$ cat config.mk
export PLATFORM = sky130hd
export DESIGN_NAME = internet_checksum_udp_icmp_unit_flat
export DESIGN_NICKNAME = d
export VERILOG_FILES = /design/src/sv/icsum_pkg.sv /design/src/sv/icsum_if.sv /design/src/sv/internet_checksum_udp_icmp_unit.sv /design/src/sv/icsum_acc.sv /design/src/flat_wrapper.sv
export SDC_FILE = /design/constraint.sdc
export NUM_CORES = 1
export LEC_CHECK = 0
export ABC_AREA = 1
export BUFFER_PORTS_ARGS = -buffer_cell sky130_fd_sc_hd__buf_2
export CAP_MARGIN = 20
export CORE_MARGIN = 2
export CORE_UTILIZATION = 35
export DETAILED_ROUTE_END_ITERATION = 8
export PLACE_DENSITY = 0.52
export SLEW_MARGIN = 20
export SYNTH_ARGS = -nofsm -noshare
export SYNTH_HDL_FRONTEND = slang
export SYNTH_SLANG_ARGS = --single-unit
$ cat constraint.sdc
create_clock -name clk -period 14.3 [get_ports clk]
set_clock_uncertainty 0.15 [all_clocks]
set_input_delay 0.715 -clock clk [delete_from_list [all_inputs] [get_ports clk]]
set_output_delay 0.715 -clock clk [all_outputs]
set_load 0.05 [all_outputs]
$ cat src/sv/icsum_pkg.sv
// Shared types, register codes and ones'-complement helpers for the
// Internet checksum unit. No dependencies.
package icsum_pkg;

	localparam int unsigned WordW  = 16;
	localparam int unsigned AddrW  = 32;
	localparam int unsigned CfgIdxW = 2;
	localparam int unsigned CfgDataW = 32;

	// IP protocol number for UDP, summed into the pseudo-header
	localparam logic [WordW-1:0] ProtoUdp = 16'd17;

	// configuration register indexes
	typedef enum logic [CfgIdxW-1:0] {
		REG_UDP_MODE = 2'd0,
		REG_SRC_ADDR = 2'd1,
		REG_DST_ADDR = 2'd2
	} cfg_reg_t;

	// accumulator result handed to the final stage
	typedef struct packed {
		logic             last;
		logic [WordW-1:0] sum;
		logic [WordW-1:0] count;
	} acc_t;

	// 16-bit ones'-complement add with end-around carry
	function automatic logic [WordW-1:0] oc_add(input logic [WordW-1:0] a,
			input logic [WordW-1:0] b);
		logic [WordW:0] s;
		s = {1'b0, a} + {1'b0, b};
		return s[WordW-1:0] + {{(WordW-1){1'b0}}, s[WordW]};
	endfunction

	// fold a 19-bit sum of up to eight words back to 16 bits
	function automatic logic [WordW-1:0] oc_fold(input logic [WordW+2:0] t);
		logic [WordW:0] f;
		f = {1'b0, t[WordW-1:0]} + {{(WordW-2){1'b0}}, t[WordW+2:WordW]};
		return f[WordW-1:0] + {{(WordW-1){1'b0}}, f[WordW]};
	endfunction

endpackage

$ cat src/sv/icsum_if.sv
// Handshake channels of the checksum unit: packet words in, checksums out.
// Depends on icsum_pkg.
interface icsum_in_if;
	import icsum_pkg::*;
	logic             valid;
	logic             ready;
	logic [WordW-1:0] data_word;
	logic             odd_tail;
	logic             end_of_packet;

	modport source(output valid, data_word, odd_tail, end_of_packet, input ready);
	modport sink(input valid, data_word, odd_tail, end_of_packet, output ready);
endinterface

interface icsum_out_if;
	import icsum_pkg::*;
	logic             valid;
	logic             ready;
	logic [WordW-1:0] checksum;

	modport source(output valid, checksum, input ready);
	modport sink(input valid, checksum, output ready);
endinterface

$ cat src/sv/internet_checksum_udp_icmp_unit.sv
// Top level of the streaming Internet checksum unit: configuration
// registers, pseudo-header sum and output register. Depends on icsum_pkg,
// icsum_if and icsum_acc.

// Takes one 16-bit packet word per cycle and returns the complemented
// ones'-complement checksum through the input register, accumulator stage
// and output register. The sustained rate is one word per clock, set by the
// loop of the running-sum adder, while no finished checksum waits on the
// output side. Words that do not end a packet give no result and never
// need the output side. In UDP mode the IPv4 pseudo-header (addresses,
// protocol 17, byte count) is folded in; mode and addresses are read when
// the last word reaches the final stage, so write them only while idle.
module internet_checksum_udp_icmp_unit (
	input  logic                            clk,
	input  logic                            arst_n,
	icsum_in_if.sink                        data_in,
	icsum_out_if.source                     result,
	input  logic                            wr_en,
	input  logic [icsum_pkg::CfgIdxW-1:0]   wr_index,
	input  logic [icsum_pkg::CfgDataW-1:0]  wr_data
);
	import icsum_pkg::*;

	logic             udp_mode_q;
	logic [AddrW-1:0] src_addr_q;
	logic [AddrW-1:0] dst_addr_q;
	logic             vld_s2;
	acc_t             acc_s2;
	logic             s2_go;
	logic             out_free;
	logic             out_valid_q;
	logic [WordW-1:0] checksum_q;
	logic [WordW+2:0] total;
	logic [WordW-1:0] final_sum;

	// configuration registers
	always_ff @(posedge clk or negedge arst_n) begin
		if (!arst_n) begin
			udp_mode_q <= 1'b0;
			src_addr_q <= '0;
			dst_addr_q <= '0;
		end else if (wr_en) begin
			case (wr_index)
				REG_UDP_MODE: udp_mode_q <= wr_data[0];
				REG_SRC_ADDR: src_addr_q <= wr_data[AddrW-1:0];
				REG_DST_ADDR: dst_addr_q <= wr_data[AddrW-1:0];
				default: ;
			endcase
		end
	end

	// flow control: non-final words drain without needing the output
	assign out_free = !out_valid_q || result.ready;
	assign s2_go    = !vld_s2 || !acc_s2.last || out_free;

	icsum_acc u_acc (
		.clk    (clk),
		.arst_n (arst_n),
		.data_in(data_in),
		.s2_go  (s2_go),
		.vld_s2 (vld_s2),
		.acc_s2 (acc_s2)
	);

	// pseudo-header: seven words summed wide, then folded
	assign total = {3'b000, acc_s2.sum} + {3'b000, acc_s2.count}
		+ {3'b000, src_addr_q[AddrW-1:WordW]} + {3'b000, src_addr_q[WordW-1:0]}
		+ {3'b000, dst_addr_q[AddrW-1:WordW]} + {3'b000, dst_addr_q[WordW-1:0]}
		+ {3'b000, ProtoUdp};
	assign final_sum = udp_mode_q ? oc_fold(total) : acc_s2.sum;

	// output register
	always_ff @(posedge clk or negedge arst_n) begin
		if (!arst_n) begin
			out_valid_q <= 1'b0;
		end else if (out_free) begin
			out_valid_q <= vld_s2 && acc_s2.last;
		end
	end

	always_ff @(posedge clk) begin
		if (out_free && vld_s2 && acc_s2.last) begin
			checksum_q <= ~final_sum;
		end
	end

	assign result.valid    = out_valid_q;
	assign result.checksum = checksum_q;

	// a result appears only after a last word sat in the final stage
	a_result_from_last: assert property (@(posedge clk) disable iff (!arst_n)
		$rose(out_valid_q) |-> $past(vld_s2 && acc_s2.last))
		else $error("result without a last word");

	// a UDP sum includes protocol 17, so it is never zero and never complements to 0xFFFF
	a_udp_nonzero: assert property (@(posedge clk) disable iff (!arst_n)
		(vld_s2 && acc_s2.last && out_free && udp_mode_q) |=> result.checksum != 16'hFFFF)
		else $error("UDP checksum of an all-zero sum");

	// an empty output register never blocks the input
	a_ready_when_empty: assert property (@(posedge clk) disable iff (!arst_n)
		!out_valid_q |-> data_in.ready)
		else $error("input stalled with empty output");

endmodule

$ cat src/sv/icsum_acc.sv
// Input register and running ones'-complement sum / byte count.
// Depends on icsum_pkg and icsum_in_if.
module icsum_acc (
	input  logic                 clk,
	input  logic                 arst_n,
	icsum_in_if.sink             data_in,
	input  logic                 s2_go,
	output logic                 vld_s2,
	output icsum_pkg::acc_t      acc_s2
);
	import icsum_pkg::*;

	logic             vld_s1;
	logic [WordW-1:0] word_s1;
	logic             odd_s1;
	logic             last_s1;
	logic             s1_go;
	logic [WordW-1:0] sum_q;
	logic [WordW-1:0] count_q;
	logic [WordW-1:0] sum_nxt;
	logic [WordW-1:0] count_nxt;
	logic             in_odd;

	assign s1_go         = !vld_s1 || s2_go;
	assign data_in.ready = s1_go;

	// a lone trailing byte only counts on the last word
	assign in_odd = data_in.end_of_packet && data_in.odd_tail;

	// input register
	always_ff @(posedge clk or negedge arst_n) begin
		if (!arst_n) begin
			vld_s1 <= 1'b0;
		end else if (s1_go) begin
			vld_s1 <= data_in.valid;
		end
	end

	always_ff @(posedge clk) begin
		if (s1_go) begin
			word_s1 <= in_odd ? {data_in.data_word[WordW-1:8], 8'h00} : data_in.data_word;
			odd_s1  <= in_odd;
			last_s1 <= data_in.end_of_packet;
		end
	end

	// running sum and byte count, cleared after the last word
	assign sum_nxt   = oc_add(sum_q, word_s1);
	assign count_nxt = count_q + (odd_s1 ? 16'd1 : 16'd2);

	always_ff @(posedge clk or negedge arst_n) begin
		if (!arst_n) begin
			sum_q   <= '0;
			count_q <= '0;
		end else if (vld_s1 && s1_go) begin
			sum_q   <= last_s1 ? '0 : sum_nxt;
			count_q <= last_s1 ? '0 : count_nxt;
		end
	end

	// hand-off register to the final stage
	always_ff @(posedge clk or negedge arst_n) begin
		if (!arst_n) begin
			vld_s2 <= 1'b0;
		end else if (s2_go) begin
			vld_s2 <= vld_s1;
		end
	end

	always_ff @(posedge clk) begin
		if (s2_go) begin
			acc_s2.last  <= last_s1;
			acc_s2.sum   <= sum_nxt;
			acc_s2.count <= count_nxt;
		end
	end

endmodule
$ cat src/flat_wrapper.sv
// flat-port wrapper written by rule: the top's interface ports become plain ports
module internet_checksum_udp_icmp_unit_flat import icsum_pkg::*;
  (clk, arst_n, wr_en, wr_index, wr_data, data_in_valid, data_in_data_word, data_in_odd_tail, data_in_end_of_packet, data_in_ready, result_valid, result_checksum, result_ready);
  icsum_in_if data_in_i ();
  icsum_out_if result_i ();
  input  logic clk;
  input  logic arst_n;
  input  logic wr_en;
  input  logic [icsum_pkg::CfgIdxW-1:0] wr_index;
  input  logic [icsum_pkg::CfgDataW-1:0] wr_data;
  input wire logic [$bits(data_in_i.valid)-1:0] data_in_valid;
  input wire logic [$bits(data_in_i.data_word)-1:0] data_in_data_word;
  input wire logic [$bits(data_in_i.odd_tail)-1:0] data_in_odd_tail;
  input wire logic [$bits(data_in_i.end_of_packet)-1:0] data_in_end_of_packet;
  output wire logic [$bits(data_in_i.ready)-1:0] data_in_ready;
  output wire logic [$bits(result_i.valid)-1:0] result_valid;
  output wire logic [$bits(result_i.checksum)-1:0] result_checksum;
  input wire logic [$bits(result_i.ready)-1:0] result_ready;
  assign data_in_i.valid = data_in_valid;
  assign data_in_i.data_word = data_in_data_word;
  assign data_in_i.odd_tail = data_in_odd_tail;
  assign data_in_i.end_of_packet = data_in_end_of_packet;
  assign data_in_ready = data_in_i.ready;
  assign result_valid = result_i.valid;
  assign result_checksum = result_i.checksum;
  assign result_i.ready = result_ready;
  internet_checksum_udp_icmp_unit u_core (.clk(clk), .arst_n(arst_n), .data_in(data_in_i), .result(result_i), .wr_en(wr_en), .wr_index(wr_index), .wr_data(wr_data));
endmodule
==> results.toml <==
[route]
via_per_inst = 4.52
drcViolationCount = 0
via_count = 8430
detail-route-antenna-nets = 0
routed.top_layer = "met4"
wl_met2_um = 12700
drt-pass1-iter-count = 5
routedWlPerCell_um = 14.2
met1_length_um = 12300
wirelength_um = 26400
drtIter0Drc = 393
met3_length_um = 647

[setup_path]
cp_top_family = "adder cells"
max_stage_delay_ns = 0.55
end_kind = "flip-flop"
cp_common_cell = "inv_1"
arrival_ns = 8.78
cpMaxStageDelayCell = "fa_1"
path_buf_inv = 7
r2r_setup_slack_ns = 5.54
crit_path_start_kind = "flip-flop"
critical_path_class = "reg -> reg"
required_ns = 14.32
cp_max_fo = 5

[placement]
place_area_um2 = 12300
gp_congestion = 0.864
dpl.hpwl_um = 20800
io_buffer_count = 74

[global_routing]
gr-total-overflow = 0
grt_pass1_wl_um = 44100
grt_pass1_vias = 8607
antenna_found_initial = 0
grt_max_degree = 65
grt.total_usage_pct = 16.8

[floorplan]
initial_utilization_pct = 35.2
rows = 66
pin_count = 75
core-area_um2 = 32300
die_w_um = 184
die_area_um2 = 34000
dieHeight_um = 184

[layout]
multi_input_area_um2 = 5740
nNetsFinal = 1593
area_growth_pct = 12.9
diodes = 0
fin_area_um2 = 12800
fill_cells = 3280
register_area_um2 = 4510
final_cell_mix = "nand2_1 (285), inv_1 (278), o21ai_0 (104)"
drive_above_1_share_pct = 12.4
final_common_cell = "nand2_1"

[status]
status = "finished, final reports clean"

[clock_network]
clockBufferDepth = 2
post_cts_buffers = 0
path_clk_slew_ns = 0.07
cts_resized = 0
clock_latency_ns = 0.44
cts_tree = "done"
htree_levels = 4
cts_num_sinks = 167
cts-root-buf = "clkbuf_16"
hold_buffers = 0
numCtsBuffers = 17

[sta]
finalMaxSlewViolations = 0
finalHoldViolations = 0
fin_crit_ns = 8.76
setup_viol = 0
finalCritPeriodShare_pct = 61.2
hold_ws_ns = 0.116
max_slew_margin_pct = 32.9
max_freq_ghz = 0.114
rsz0062_at_grt = "false"
setup_tns_ns = 0
worstMarginPinSlew_ns = 1.00

[synth]
synthCells = 1329
ys_seq_elements = 167
syn_area_per_cell_um2 = 8.56
ys_warn_count = 0
synth_area_um2 = 11400
yosysTopAreaCell = "dfrtp_1"
dominantRegCellSynth = "dfrtp_1"
synth_cell_types = 52
syn_nets = 1513
synth_top_area_share_pct = 22.0
ys_async_sr_fraction_pct = 59.9
synth-edff-count = 67
ys_seq_area_share_pct = 39.7
yosys-top-cells-area = "dfrtp_1 (22%), edfxtp_1 (18%), nand2_1 (9.4%)"

[worst_hold_path]
hold_class = "in -> async"

[flow_run]
max-cap-violations = 0
## worst paths after layout
path / end / depth (start not counted) / from
min in group clk: u_core.u_acc.word_s1[8]$_DFFE_PP_ / 1 / data_in_data_word[8]
setup / recovery: u_core.result.checksum[12]$_DFFE_PP_ / 46 / u_core.u_acc.acc_s2[20]$_DFFE_PP_
max in group asynchronous: u_core.u_acc.sum_q[11]$_DFFE_PN0P_ / 2 / arst_n
hold / removal: u_core.src_addr_q[8]$_DFFE_PN0P_ / 1 / arst_n
hold reg to reg: u_core.u_acc.acc_s2[32]$_DFFE_PP_ / 0 / u_core.u_acc.last_s1$_DFFE_PP_
setup reg to reg: u_core.result.checksum[12]$_DFFE_PP_ / 46 / u_core.u_acc.acc_s2[20]$_DFFE_PP_
## area by class of cell
cell class	count	area share [%]
tap	442	4.31
inverter	284	8.30
multi-input combinational	859	44.7
clock buffer	20	3.48
sequential	167	35.1
timing repair buffer	80	3.35
clock inverter	12	0.740
## cells by family after synthesis
group / after synthesis / synth area share (%)
DFF: 167 / 39.7
xor gates and xnor gates: 47 / 3.95
AOI/OAI and AO/OA: 191 / 9.33
muxes: 3 / 0.264
adders and majority gates: 127 / 17.4
buffers and inverters: 303 / 10.0
and+or+nand+nor: 491 / 19.4
## metrics by stage
step	util [%]	instances	setup WS (ns)
6_report	39.8	1864	5.54
5_1_grt	39.8	1864	4.80
4_1_cts	39.8	1864	5.54
3_5_place_dp	38.1	1832	5.56
3_3_place_gp	38.0	1831	5.74
2_1_floorplan	-	1329	6.43
## synth_stat cells (6+ instances only)
library cell / n
clkbuf_1: 17
nand2_2: 16
xnor2_1: 10
nor2_4: 6
xor2_1: 32
o22ai_1: 11
nand3_2: 9
a21oi_1: 39
nor2_2: 8
nor2_1: 62
o21ai_0: 104
inv_1: 278
o21bai_1: 6
edfxtp_1: 67
nand3_1: 63
dfrtp_1: 100
or2_2: 6
fa_1: 52
nand4_1: 15
nand2_1: 285
ha_1: 75
o21ai_1: 6
## registers in the layout, summed over array words and instances (netlist names)
name and count:
u_core.src_addr_q 32, u_core.u_acc.acc_s2 33, u_core.u_acc.word_s1 16, u_core.result.checksum 16, u_core.u_acc.last_s1 1, u_core.result.valid 1
u_core.u_acc.sum_q 16, u_core.u_acc.vld_s1 1, u_core.dst_addr_q 32, u_core.udp_mode_q 1, u_core.u_acc.odd_s1 1, u_core.u_acc.count_q 16
u_core.u_acc.vld_s2 1
## routing by layer
| layer | global-route usage, % | up-vias |
|---|---|---|
| met5 | 0 | - |
| met4 | 6.59 | 0 |
| met3 | 2.69 | 31 |
| met2 | 28.6 | 123 |
| met1 | 21.5 | 3903 |
| li1 | - | 4373 |
Power is left out: the tool's default activity adds up to more than one toggle a clock period on the data nets, which glitch-free logic cannot reach.
